## config.mk

```make
export PLATFORM = sky130hd
export DESIGN_NAME = color_sensor_lux_cct_autogain
export DESIGN_NICKNAME = d
export VERILOG_FILES = /design/src/hdl/clcag_pkg.sv /design/src/hdl/clcag_div.sv /design/src/hdl/color_sensor_lux_cct_autogain.sv
export SDC_FILE = /design/constraint.sdc
export NUM_CORES = 2
export LEC_CHECK = 0
export ABC_AREA = 1
export ABC_CLOCK_PERIOD_IN_PS = 8800
export BUFFER_PORTS_ARGS = -buffer_cell sky130_fd_sc_hd__buf_2
export CAP_MARGIN = 15
export CORE_MARGIN = 2
export CORE_UTILIZATION = 64
export CTS_BUF_LIST = sky130_fd_sc_hd__clkbuf_8
export CTS_CLUSTER_DIAMETER = 40
export DETAILED_ROUTE_END_ITERATION = 16
export PLACE_DENSITY = 0.84
export SKIP_CTS_REPAIR_TIMING = 1
export SLEW_MARGIN = 10
export SYNTH_ARGS = -nofsm -noshare
export SYNTH_HDL_FRONTEND = slang
export SYNTH_SLANG_ARGS = --single-unit
```

## constraint.sdc

```tcl
create_clock -name clk -period 8.8 [get_ports clk]
set_clock_uncertainty 0.15 [all_clocks]
set_input_delay 1.32 -clock clk [delete_from_list [all_inputs] [get_ports clk]]
set_output_delay 1.32 -clock clk [all_outputs]
set_load 0.03 [all_outputs]
```

## src/hdl/clcag_pkg.sv

```systemverilog
// Shared types, widths and helpers for the color sensor lux / CCT / auto-gain block.
package clcag_pkg;

    localparam int DVD_W = 48;
    localparam int DVS_W = 26;
    localparam int CNT_W = 6;

    typedef struct packed {
        logic             start;
        logic [DVD_W-1:0] dividend;
        logic [DVS_W-1:0] divisor;
    } div_req_t;

    typedef struct packed {
        logic             done;
        logic [DVD_W-1:0] quotient;
        logic [DVS_W-1:0] remainder;
    } div_rsp_t;

    function automatic logic [5:0] gain_factor(input logic [1:0] code);
        logic [5:0] f;
        case (code)
            2'd0:    f = 6'd1;
            2'd1:    f = 6'd4;
            2'd2:    f = 6'd16;
            default: f = 6'd60;
        endcase
        return f;
    endfunction

    function automatic logic [15:0] sat16(input logic [DVD_W-1:0] v);
        logic [15:0] r;
        if (v > 48'd65535)
        begin
            r = 16'hFFFF;
        end
        else
        begin
            r = v[15:0];
        end
        return r;
    endfunction

endpackage

```

## src/hdl/clcag_div.sv

```systemverilog
// Restoring bit-serial divider shared by all seven division jobs of the block.
module clcag_div (
    input  logic              clk,
    input  logic              rst_n,
    input  clcag_pkg::div_req_t req,
    output clcag_pkg::div_rsp_t rsp
);
    import clcag_pkg::*;

    logic [DVD_W-1:0] sh_reg;
    logic [DVS_W-1:0] rem_reg;
    logic [DVS_W-1:0] dvs_reg;
    logic [CNT_W-1:0] cnt_reg;
    logic             busy_reg;
    logic             done_reg;
    logic [DVS_W:0]   trial;
    logic             qbit;

    assign trial = {rem_reg, sh_reg[DVD_W-1]};
    assign qbit  = trial >= {1'b0, dvs_reg};

    always_ff @(posedge clk or negedge rst_n)
    begin
        if (!rst_n)
        begin
            busy_reg <= 1'b0;
            done_reg <= 1'b0;
            cnt_reg  <= '0;
        end
        else
        begin
            done_reg <= busy_reg && (cnt_reg == CNT_W'(1));
            if (req.start)
            begin
                busy_reg <= 1'b1;
                cnt_reg  <= CNT_W'(DVD_W);
            end
            else if (busy_reg)
            begin
                cnt_reg <= cnt_reg - CNT_W'(1);
                if (cnt_reg == CNT_W'(1))
                begin
                    busy_reg <= 1'b0;
                end
            end
        end
    end

    always_ff @(posedge clk)
    begin
        if (req.start)
        begin
            sh_reg  <= req.dividend;
            dvs_reg <= req.divisor;
            rem_reg <= '0;
        end
        else if (busy_reg)
        begin
            if (qbit)
            begin
                rem_reg <= DVS_W'(trial - {1'b0, dvs_reg});
            end
            else
            begin
                rem_reg <= trial[DVS_W-1:0];
            end
            sh_reg <= {sh_reg[DVD_W-2:0], qbit};
        end
    end

    assign rsp.done      = done_reg;
    assign rsp.quotient  = sh_reg;
    assign rsp.remainder = rem_reg;

endmodule

```

## src/hdl/color_sensor_lux_cct_autogain.sv

```systemverilog
// Top level: color sensor sample processor with lux, color temperature and auto exposure.
// One sample is accepted when the block is idle; it then passes the PREP and MUL setup
// states, then seven divisions (clear percentage for short integration, red, green and
// blue percentages, lux, color temperature and the retune time) run one after another
// through a single bit-serial divider, each with an issue state and a wait state, then
// the DONE state forms the result and the block returns to idle for the next sample. The
// result sits in an output register, so the next sample can be accepted while it waits
// to be taken; a sample whose result is ready while the previous one is still waiting
// holds until that one is taken. Lux and color temperature use the integration and gain
// in effect before the sample; the settings after any retune are reported with it.
module color_sensor_lux_cct_autogain (
    input  logic         clk,
    input  logic         rst_n,
    input  logic         s_tvalid,
    output logic         s_tready,
    // clear_raw[15:0], red_raw[31:16], green_raw[47:32], blue_raw[63:48]
    input  logic [63:0]  s_tdata,
    output logic         m_tvalid,
    input  logic         m_tready,
    // clear_pct[15:0], red_pct[31:16], green_pct[47:32], blue_pct[63:48], lux[84:64],
    // lux_ok[85], kelvin[99:86], kelvin_ok[100], publish[101], next_atime[109:102],
    // next_gain[111:110], retuned[112], zero fill[119:113]
    output logic [119:0] m_tdata,
    input  logic         cfg_we,
    input  logic [1:0]   cfg_index,
    input  logic [15:0]  cfg_data
);
    import clcag_pkg::*;

    localparam logic [2:0] ST_IDLE  = 3'd0;
    localparam logic [2:0] ST_PREP  = 3'd1;
    localparam logic [2:0] ST_MUL   = 3'd2;
    localparam logic [2:0] ST_ISSUE = 3'd3;
    localparam logic [2:0] ST_WAIT  = 3'd4;
    localparam logic [2:0] ST_DONE  = 3'd5;

    localparam logic [2:0] JOB_CLEAR = 3'd0;
    localparam logic [2:0] JOB_RED   = 3'd1;
    localparam logic [2:0] JOB_GREEN = 3'd2;
    localparam logic [2:0] JOB_BLUE  = 3'd3;
    localparam logic [2:0] JOB_LUX   = 3'd4;
    localparam logic [2:0] JOB_KEL   = 3'd5;
    localparam logic [2:0] JOB_TUNE  = 3'd6;

    localparam logic [1:0] REG_AUTO  = 2'd0;
    localparam logic [1:0] REG_ATIME = 2'd1;
    localparam logic [1:0] REG_GAIN  = 2'd2;
    localparam logic [1:0] REG_GLASS = 2'd3;

    logic [2:0]  state_reg;
    logic [2:0]  job_reg;
    logic        auto_reg;
    logic [7:0]  start_atime_reg;
    logic [1:0]  start_gain_reg;
    logic [15:0] ga_reg;
    logic [7:0]  atime_reg;
    logic [1:0]  gain_reg;

    logic [15:0] c_reg, r_reg, g_reg, b_reg;
    logic [8:0]  n_reg;
    logic [5:0]  gf_reg;
    logic [26:0] s_reg;
    logic [42:0] prod_reg;
    logic [25:0] den_reg;
    logic [25:0] rnum_reg;
    logic [17:0] rden_reg;
    logic        up_reg, dn_reg;

    logic [15:0] cp_reg, rp_reg, gp_reg, bp_reg;
    logic [47:0] luxq_reg;
    logic        luxr_reg;
    logic [13:0] kelq_reg;
    logic [47:0] tuneq_reg;
    logic        tuner_reg;

    logic         m_tvalid_reg;
    logic [119:0] m_tdata_reg;

    div_req_t req;
    div_rsp_t rsp;

    clcag_div u_div (
        .clk   (clk),
        .rst_n (rst_n),
        .req   (req),
        .rsp   (rsp)
    );

    logic [26:0] pos, neg;
    assign pos = 27'(r_reg) * 27'd136 + 27'(g_reg) * 27'd1000;
    assign neg = 27'(b_reg) * 27'd444;

    logic up_c, dn_c;
    assign up_c = (gain_reg != 2'd3) && (c_reg < 16'd13107) && (n_reg >= 9'd251);
    assign dn_c = (gain_reg != 2'd0) && (c_reg >= 16'd45875) && (n_reg <= 9'd83);

    logic [15:0] cc;
    assign cc = (c_reg == 16'd0) ? 16'd1 : c_reg;

    // clear * 25600 / 65535 with 65535 = 2^16 - 1
    logic [31:0] cx;
    logic [16:0] cy;
    logic [15:0] cfull;
    assign cx    = 32'(c_reg) * 32'd25600;
    assign cy    = 17'(cx[31:16]) + 17'(cx[15:0]);
    assign cfull = cx[31:16] + 16'(cy >= 17'd65535);

    always_comb
    begin
        req.start    = (state_reg == ST_ISSUE);
        req.dividend = '0;
        req.divisor  = '0;
        case (job_reg)
            JOB_CLEAR:
            begin
                req.dividend = 48'(c_reg) * 48'd25;
                req.divisor  = 26'(n_reg);
            end
            JOB_RED:
            begin
                req.dividend = 48'(r_reg) * 48'd25600;
                req.divisor  = 26'(c_reg);
            end
            JOB_GREEN:
            begin
                req.dividend = 48'(g_reg) * 48'd25600;
                req.divisor  = 26'(c_reg);
            end
            JOB_BLUE:
            begin
                req.dividend = 48'(b_reg) * 48'd25600;
                req.divisor  = 26'(c_reg);
            end
            JOB_LUX:
            begin
                req.dividend = 48'(prod_reg) * 48'd31;
                req.divisor  = den_reg;
            end
            JOB_KEL:
            begin
                req.dividend = 48'(b_reg) * 48'd3810;
                req.divisor  = 26'(r_reg);
            end
            JOB_TUNE:
            begin
                req.dividend = 48'(rnum_reg);
                req.divisor  = 26'(rden_reg);
            end
            default:
            begin
                req.dividend = '0;
                req.divisor  = '0;
            end
        endcase
    end

    logic [16:0]  level;
    logic         c_ok;
    logic         lux_over;
    logic         kel_big;
    logic [20:0]  lux_v;
    logic         lux_ok_v;
    logic [13:0]  kel_v;
    logic         kel_ok_v;
    logic         pub_v;
    logic [7:0]   na_v;
    logic [1:0]   ng_v;
    logic [7:0]   atime_n;
    logic [1:0]   gain_n;
    logic         ret_v;
    logic [8:0]   ceil_q;

    always_comb
    begin
        if (n_reg >= 9'd64)
        begin
            level = 17'd65535;
        end
        else if (n_reg == 9'd63)
        begin
            level = 17'd64512;
        end
        else
        begin
            level = 17'(n_reg) * 17'd768;
        end
        c_ok     = (c_reg != 16'd0) && (17'(c_reg) < level);
        lux_over = (luxq_reg > 48'd1600000) || ((luxq_reg == 48'd1600000) && luxr_reg);
        kel_big  = (32'(b_reg) * 32'd3810) > (32'(r_reg) * 32'd13609);
        lux_v    = 21'd0;
        lux_ok_v = 1'b0;
        kel_v    = 14'd0;
        kel_ok_v = 1'b0;
        if (c_ok)
        begin
            if (lux_over)
            begin
                lux_v = 21'd1600000;
            end
            else
            begin
                lux_v    = luxq_reg[20:0];
                lux_ok_v = 1'b1;
                if (r_reg != 16'd0)
                begin
                    if (kel_big)
                    begin
                        kel_v = 14'd15000;
                    end
                    else
                    begin
                        kel_v    = kelq_reg + 14'd1391;
                        kel_ok_v = 1'b1;
                    end
                end
            end
        end
        pub_v = !auto_reg || (c_reg < 16'd65530) || ((gain_reg == 2'd0) && (n_reg <= 9'd83));

        ceil_q = 9'(tuneq_reg) + 9'(tuner_reg);
        if (32'(rnum_reg) > (32'(rden_reg) << 8))
        begin
            na_v = 8'd0;
        end
        else if ((32'(rnum_reg) * 32'd12) < (32'(rden_reg) * 32'd770))
        begin
            na_v = 8'd191;
        end
        else
        begin
            na_v = 8'(9'd256 - ceil_q);
        end
        if (up_reg)
        begin
            ng_v = gain_reg + 2'd1;
        end
        else if (dn_reg)
        begin
            ng_v = gain_reg - 2'd1;
        end
        else
        begin
            ng_v = gain_reg;
        end
        ret_v   = auto_reg && ((na_v != atime_reg) || (ng_v != gain_reg));
        atime_n = ret_v ? na_v : atime_reg;
        gain_n  = ret_v ? ng_v : gain_reg;
    end

    logic out_free;
    assign out_free = !m_tvalid_reg || m_tready;

    always_ff @(posedge clk or negedge rst_n)
    begin
        if (!rst_n)
        begin
            state_reg       <= ST_IDLE;
            job_reg         <= JOB_CLEAR;
            auto_reg        <= 1'b0;
            start_atime_reg <= 8'd192;
            start_gain_reg  <= 2'd0;
            ga_reg          <= 16'd256;
            atime_reg       <= 8'd192;
            gain_reg        <= 2'd0;
            m_tvalid_reg    <= 1'b0;
        end
        else
        begin
            if (m_tvalid_reg && m_tready && (state_reg != ST_DONE))
            begin
                m_tvalid_reg <= 1'b0;
            end
            if (cfg_we)
            begin
                case (cfg_index)
                    REG_AUTO:
                    begin
                        auto_reg  <= cfg_data[0];
                        atime_reg <= cfg_data[0] ? 8'd192 : start_atime_reg;
                        gain_reg  <= start_gain_reg;
                    end
                    REG_ATIME:
                    begin
                        start_atime_reg <= cfg_data[7:0];
                        atime_reg       <= auto_reg ? 8'd192 : cfg_data[7:0];
                        gain_reg        <= start_gain_reg;
                    end
                    REG_GAIN:
                    begin
                        start_gain_reg <= cfg_data[1:0];
                        atime_reg      <= auto_reg ? 8'd192 : start_atime_reg;
                        gain_reg       <= cfg_data[1:0];
                    end
                    REG_GLASS:
                    begin
                        ga_reg <= cfg_data;
                    end
                    default:
                    begin
                        ga_reg <= ga_reg;
                    end
                endcase
            end
            case (state_reg)
                ST_IDLE:
                begin
                    if (s_tvalid)
                    begin
                        state_reg <= ST_PREP;
                    end
                end
                ST_PREP:
                begin
                    state_reg <= ST_MUL;
                end
                ST_MUL:
                begin
                    job_reg   <= JOB_CLEAR;
                    state_reg <= ST_ISSUE;
                end
                ST_ISSUE:
                begin
                    state_reg <= ST_WAIT;
                end
                ST_WAIT:
                begin
                    if (rsp.done)
                    begin
                        if (job_reg == JOB_TUNE)
                        begin
                            state_reg <= ST_DONE;
                        end
                        else
                        begin
                            job_reg   <= job_reg + 3'd1;
                            state_reg <= ST_ISSUE;
                        end
                    end
                end
                ST_DONE:
                begin
                    if (out_free)
                    begin
                        m_tvalid_reg <= 1'b1;
                        atime_reg    <= atime_n;
                        gain_reg     <= gain_n;
                        state_reg    <= ST_IDLE;
                    end
                end
                default:
                begin
                    state_reg <= ST_IDLE;
                end
            endcase
        end
    end

    always_ff @(posedge clk)
    begin
        if (state_reg == ST_IDLE && s_tvalid)
        begin
            c_reg  <= s_tdata[15:0];
            r_reg  <= s_tdata[31:16];
            g_reg  <= s_tdata[47:32];
            b_reg  <= s_tdata[63:48];
            n_reg  <= 9'd256 - 9'(atime_reg);
            gf_reg <= gain_factor(gain_reg);
        end
        if (state_reg == ST_PREP)
        begin
            s_reg    <= (pos > neg) ? pos - neg : 27'd0;
            den_reg  <= 26'(15'(n_reg) * 15'(gf_reg)) * 26'd3840;
            up_reg   <= up_c;
            dn_reg   <= dn_c;
            rnum_reg <= dn_c ? (26'(n_reg) * 26'd39321) << 2 : 26'(n_reg) * 26'd39321;
            rden_reg <= up_c ? 18'(cc) << 2 : 18'(cc);
        end
        if (state_reg == ST_MUL)
        begin
            prod_reg <= 43'(s_reg) * 43'(ga_reg);
        end
        if (state_reg == ST_WAIT && rsp.done)
        begin
            case (job_reg)
                JOB_CLEAR: cp_reg <= (c_reg == 16'd0) ? 16'd0 :
                                     (n_reg <= 9'd64) ? sat16(rsp.quotient) : cfull;
                JOB_RED:   rp_reg <= (c_reg == 16'd0) ? 16'd0 : sat16(rsp.quotient);
                JOB_GREEN: gp_reg <= (c_reg == 16'd0) ? 16'd0 : sat16(rsp.quotient);
                JOB_BLUE:  bp_reg <= (c_reg == 16'd0) ? 16'd0 : sat16(rsp.quotient);
                JOB_LUX:
                begin
                    luxq_reg <= rsp.quotient;
                    luxr_reg <= rsp.remainder != '0;
                end
                JOB_KEL:   kelq_reg <= rsp.quotient[13:0];
                JOB_TUNE:
                begin
                    tuneq_reg <= rsp.quotient;
                    tuner_reg <= rsp.remainder != '0;
                end
                default:   kelq_reg <= kelq_reg;
            endcase
        end
        if (state_reg == ST_DONE && out_free)
        begin
            m_tdata_reg <= {7'd0, ret_v, gain_n, atime_n, pub_v, kel_ok_v, kel_v,
                            lux_ok_v, lux_v, bp_reg, gp_reg, rp_reg, cp_reg};
        end
    end

    assign s_tready = (state_reg == ST_IDLE);
    assign m_tvalid = m_tvalid_reg;
    assign m_tdata  = m_tdata_reg;

endmodule

```

# Word-level counts from Yosys, hierarchy flattened
# Index checks and enable logic that the tools add are counted.
# totals
regBits	614
input_bits	87
out_inout_bits	122
elab_cells	222
# classes
n_addsub	13
multipliers	19
order_cmp	16
n_eq_ne	27
mux	50
n_bitwise	2
n_reduce_logical	49
# op_table
operator	n
74-bit one-hot mux with 7 select lines	1
16-bit by 5-bit multiplier with 21-bit output (second input constant)	6
48-bit 2-to-1 mux	2
16-bit 2-to-1 mux	5
8-bit 2-to-1 mux	9
16-bit by 11-bit multiplier with 27-bit output (second input constant)	2
48-bit by 21-bit equality test with 1-bit output (second input constant)	1
48-bit by 16-bit greater-than comparator with 1-bit output (second input constant)	1
48-bit by 21-bit greater-than comparator with 1-bit output (second input constant)	1
43-bit by 5-bit multiplier with 48-bit output (second input constant)	1
16-bit by 7-bit multiplier with 23-bit output (second input constant)	2
27-bit by 16-bit multiplier with 43-bit output	1
17-bit 2-to-1 mux	2
16-bit nonzero test	2
28-bit by 30-bit greater-than comparator with 1-bit output	1
30-bit by 28-bit less-than comparator with 1-bit output	1
16-bit by 14-bit multiplier with 30-bit output (second input constant)	1
26-bit by 2-bit multiplier with 28-bit output (second input constant)	1
24-bit by 26-bit adder with 27-bit output	1
27-bit by 26-bit greater-or-equal comparator with 1-bit output	1
27-bit by 25-bit greater-than comparator with 1-bit output	1
18-bit by 9-bit multiplier with 27-bit output (second input constant)	1
27-bit by 25-bit subtractor with 27-bit output	1
26-bit greater-than comparator	1
62 further kinds	130

# Depth between registers and ports, before layout
# logic_depth
depth_word	10
ltp_mapped	40

# By module
# A second synthesis with hierarchy kept.
# unflattened
hier_cells	8510
area_unflattened_um2	74412.6
# modules_own_cells
module	n_inst	cells_each	area_per_inst_um2
color_sensor_lux_cct_autogain	1	7613	67788.8
clcag_div	1	897	6623.9

# Worst setup path after synthesis
# No wires, ideal clock.
# synth_path
kind	register to register
startpoint	register state_reg[2]
endpoint	register den_reg[10] (enable)
setup_ns	0.648
arrival_time_ns	6.557
t_required_ns	8.002
path_slack_ns	1.445
stages_incl_launch_ff	2
path_cell_list	dfrtp_1 -> nor3_1
# synth_between
elab_chain_cells	1
# synth_lines
element	line	text
start: declaration	color_sensor_lux_cct_autogain.sv:50	logic [2:0] state_reg;
start signal: assignment	color_sensor_lux_cct_autogain.sv:257	state_reg <= ST_IDLE;
start signal: assignment	color_sensor_lux_cct_autogain.sv:309	state_reg <= ST_PREP;
start signal: assignment	color_sensor_lux_cct_autogain.sv:314	state_reg <= ST_MUL;
3-bit by 1-bit equality test with 1-bit output	color_sensor_lux_cct_autogain.sv:369	if (state_reg == ST_PREP)
end signal: assignment	color_sensor_lux_cct_autogain.sv:372	den_reg <= 26'(15'(n_reg) * 15'(gf_reg)) * 26'd3840;
end: declaration	color_sensor_lux_cct_autogain.sv:64	logic [25:0] den_reg;
# No other way between the ends.
# A chain may end at the register's enable or synchronous reset.

# Worst setup path in the final report
# layout_path
startpoint	register r_reg[2]
endpoint	register m_tdata_reg[91], in the netlist m_tdata[91] (data pin)
# layout_between
elab_chain_cells	3
elab_cells_between_ends	5
classes_between	mul: 1; order compare: 1; bitwise: 1; reduce/logical: 2
# layout_lines
element	line	text
start: declaration	color_sensor_lux_cct_autogain.sv:59	logic [15:0] c_reg, r_reg, g_reg, b_reg;
start signal: assignment	color_sensor_lux_cct_autogain.sv:363	r_reg <= s_tdata[31:16];
16-bit by 14-bit multiplier with 30-bit output or 16-bit nonzero test (tied branches)	color_sensor_lux_cct_autogain.sv:189, color_sensor_lux_cct_autogain.sv:204	
28-bit by 30-bit greater-than comparator with 1-bit output or 1-bit NOT (tied branches)	n/a	
4-bit OR reduction (no source line) (*)	n/a	
end signal: assignment	color_sensor_lux_cct_autogain.sv:406	m_tdata_reg <= {7'd0, ret_v, gain_n, atime_n, pub_v, kel_ok_v, kel_v,
end: declaration	color_sensor_lux_cct_autogain.sv:77	logic [119:0] m_tdata_reg;
# Mark *: on every way between the ends. The rest lies on a longest branch, timed or not.

==> results.md <==
* Cts bufs inserted at 112
* Flop2flop setup slack at 0.49 ns
* Nets at 10,200
* CTS sink count at 608
* Total DRC errors in the routed layout at 0
* Post-synth EDFFs at 530
* Worst EP arrival at about 8.7 ns
* Placer congestion estimate at 1.02
* Hold WC Path Type: flop to flop
* Final std cells w/o fill at 9,864
* Min Tclk post-route at 8.31 ns
* Die area at between 100,000 and 150,000 um2
* Die height at 342 um
* Max_cap viols at 0
* TritonCTS clock tree: yes
* Cell count after placement at 9,642
* Setup TNS at 0 ns
* Most frequent cell after synthesis: inv_1
* Top post-synthesis cells by count: inv_1, nand2_1, ha_1, fa_1, a21oi_1
* Max Slew Vio Count at 0
* Reg2Reg Depth at 32
* Root Buffer: clkbuf_8
* Fin crit share at 94.4%
* Total gr overflow at 0
* CORE AREA at 113,000 um2
* Netlist cell types at 83
* Synth Register Bits at approximately 610
* Clock-pin slew of the registers on the worst-case setup and hold paths at 0.06 ns
* Total Wirelength at around 210 mm
* Max Fanout on Critical Path at 8
* CP Capture Type: flop
* DR pass1 iterations at 6
* Crit path largest cell delay at 0.58 ns
* Post-synth top flop: edfxtp_1
* Initial Util at 64.6%
* Worst R2R Start: r_reg[2]$_DFFE_PP_
* Routed Antenna Nets at 0
* RSZ-0062 raised after global routing: no
* Synthesized area at 72,900 um2
* Max FFs per register at 113
* Critical path class: flop to flop
* Initial antenna violation count at 13
* Initial detailed-routing violation count at 5,173
* Synth top area share at between 20% and 30%
* Critical Path RT at slightly above 9 ns
* YS warnings at 0
* Worst Tran Pin Value at 1.22 ns
* DR vias/cell at roughly 6
* CP dominant cell by count: inv_1
* CP Launch Point: r_reg[2]$_DFFE_PP_
* Max Clk Rate at 120 MHz
* Vias at 57,600
* Sequential share of the synthesized area at between 20% and 30%
* Syn-to-layout area delta at 6.98%
* Gr usage total at ~37%
* DP HPWL at 171 mm
* Setup crit start kind: flop
* Area leader, netlist: edfxtp_1
* Layout cell share with drive strength beyond 1 at between 6 and 7%
* Final Hold Fails at 0
* Mapped Avg Cell Area at 9.04 um2
* Largest net degree at the start of global routing at 80
* First-pass GRT wire length at ~330 mm
* Worst Setup EP: m_tdata[91]$_SDFFCE_PP0P_
* Synth top area cells: edfxtp_1, fa_1, ha_1
* Slowest CP cell: edfxtp_1
* Asr flop ratio synth at 8.55%
* Row cnt at 123
* Setup violators final at 0
* Slew headroom at 16.4%
* Die W at 342 um
* Port Buffers at 201
* Mapped Cells at 8,067
* # IOs at about 210
* Clock latency on the worst-skew pair at 0.90 ns
* Vias in the first global route at 58,700
* Reg2reg end: m_tdata[91]$_SDFFCE_PP0P_
* Status: finished clean
* Clock Tree Buf Depth at 3
* WL per Instance at 21.4 um
* H-Tree Depth at 3
-- worst min-delay path by stage --
stage / cells after the start / endpoint / slack [ns] / start
2_1_floorplan: 0 / m_tdata[0]$_DFFE_PP_ / 0.25 / cp_reg[0]$_SDFFCE_PN0P_
3_3_place_gp: 0 / m_tdata[20]$_DFFE_PP_ / 0.25 / rp_reg[4]$_DFFE_PP_
3_5_place_dp: 0 / m_tdata[18]$_DFFE_PP_ / 0.25 / rp_reg[2]$_DFFE_PP_
4_1_cts: 0 / m_tdata[43]$_DFFE_PP_ / 0.27 / gp_reg[11]$_DFFE_PP_
5_1_grt: 0 / m_tdata[28]$_DFFE_PP_ / 0.28 / rp_reg[12]$_DFFE_PP_
6_report: 0 / m_tdata[28]$_DFFE_PP_ / 0.27 / rp_reg[12]$_DFFE_PP_
-- layout make-up --
type	count	area, um2
multi-input combinational	5627	48300
fill	8687	34800
sequential	608	17700
inverter	1662	6240
tap	1500	1880
clock buffer	116	1600
timing repair buffer	247	1390
clock inverter	98	853
antenna	6	15.0
-- critical path, delay by kind of cell, from the launching register on --
| family | cells | cell delay, ns |
|---|---|---|
| buffers and inverters | 7 | 0.54 |
| AND/OR/NAND/NOR | 8 | 1.47 |
| adder cells (fa/ha/maj) | 8 | 3.64 |
| XOR/XNOR | 1 | 0.15 |
| AO/OA/AOI/OAI | 8 | 1.46 |
| flip-flops | 1 | 0.58 |
-- metal layers --
layer	global-route usage (%)	vias to the layer above	routed length, um
met5	0	-	92
met4	18.3	14	12400
met3	7.82	645	19700
met2	59.7	2744	97400
met1	46.9	27700	82000
li1	-	26500	-
-- per-stage QoR --
| stage | util, % | area, um2 | setup slack, ns | hold slack, ns |
|---|---|---|---|---|
| after floorplan | - | 72900 | 1.44 | 0.250 |
| after global placement | 66.9 | 75500 | 0.700 | 0.250 |
| after detailed placement | 66.9 | 75500 | 0.571 | 0.255 |
| after CTS | 69.1 | 77900 | 0.477 | 0.270 |
| after global routing | 69.1 | 78000 | 0.0460 | 0.278 |
| final | 69.1 | 78000 | 0.489 | 0.268 |
-- layout by cell type (no fill, tap or decap), types with 26 or more instances in the layout --
master	instances
a21oi_1	540
a31oi_1	36
buf_2	201
buf_4	44
clkbuf_8	116
clkinv_1	26
dfrtp_1	47
dfxtp_1	26
edfxtp_1	530
fa_1	775
ha_1	1074
inv_1	1676
nand2_1	1390
nand3_1	181
nand4_1	57
nor2_1	378
nor2_2	28
nor3_1	45
nor4_1	26
o211ai_1	26
o21ai_0	310
o21ai_1	32
o21bai_1	29
o22ai_1	69
xnor2_1	132
xor2_1	213
-- logic make-up (layout without fill, tap and decap cells) --
family          Yosys count  after routing  share of synthesized area [%]
compound gates         1217           1217                           9.53
xor+xnor                348            348                           4.21
fa+ha+maj              1849           1849                           39.7
buf+inv                1838           2123                           9.54
flops                   608            608                           24.3
mux                      15             15                          0.228
other cells               1             13                        0.00514
simple gates           2191           2191                           12.4
Power is not shown: default switching activity piles up to over one toggle a cycle in this logic, so the estimate is an artifact.
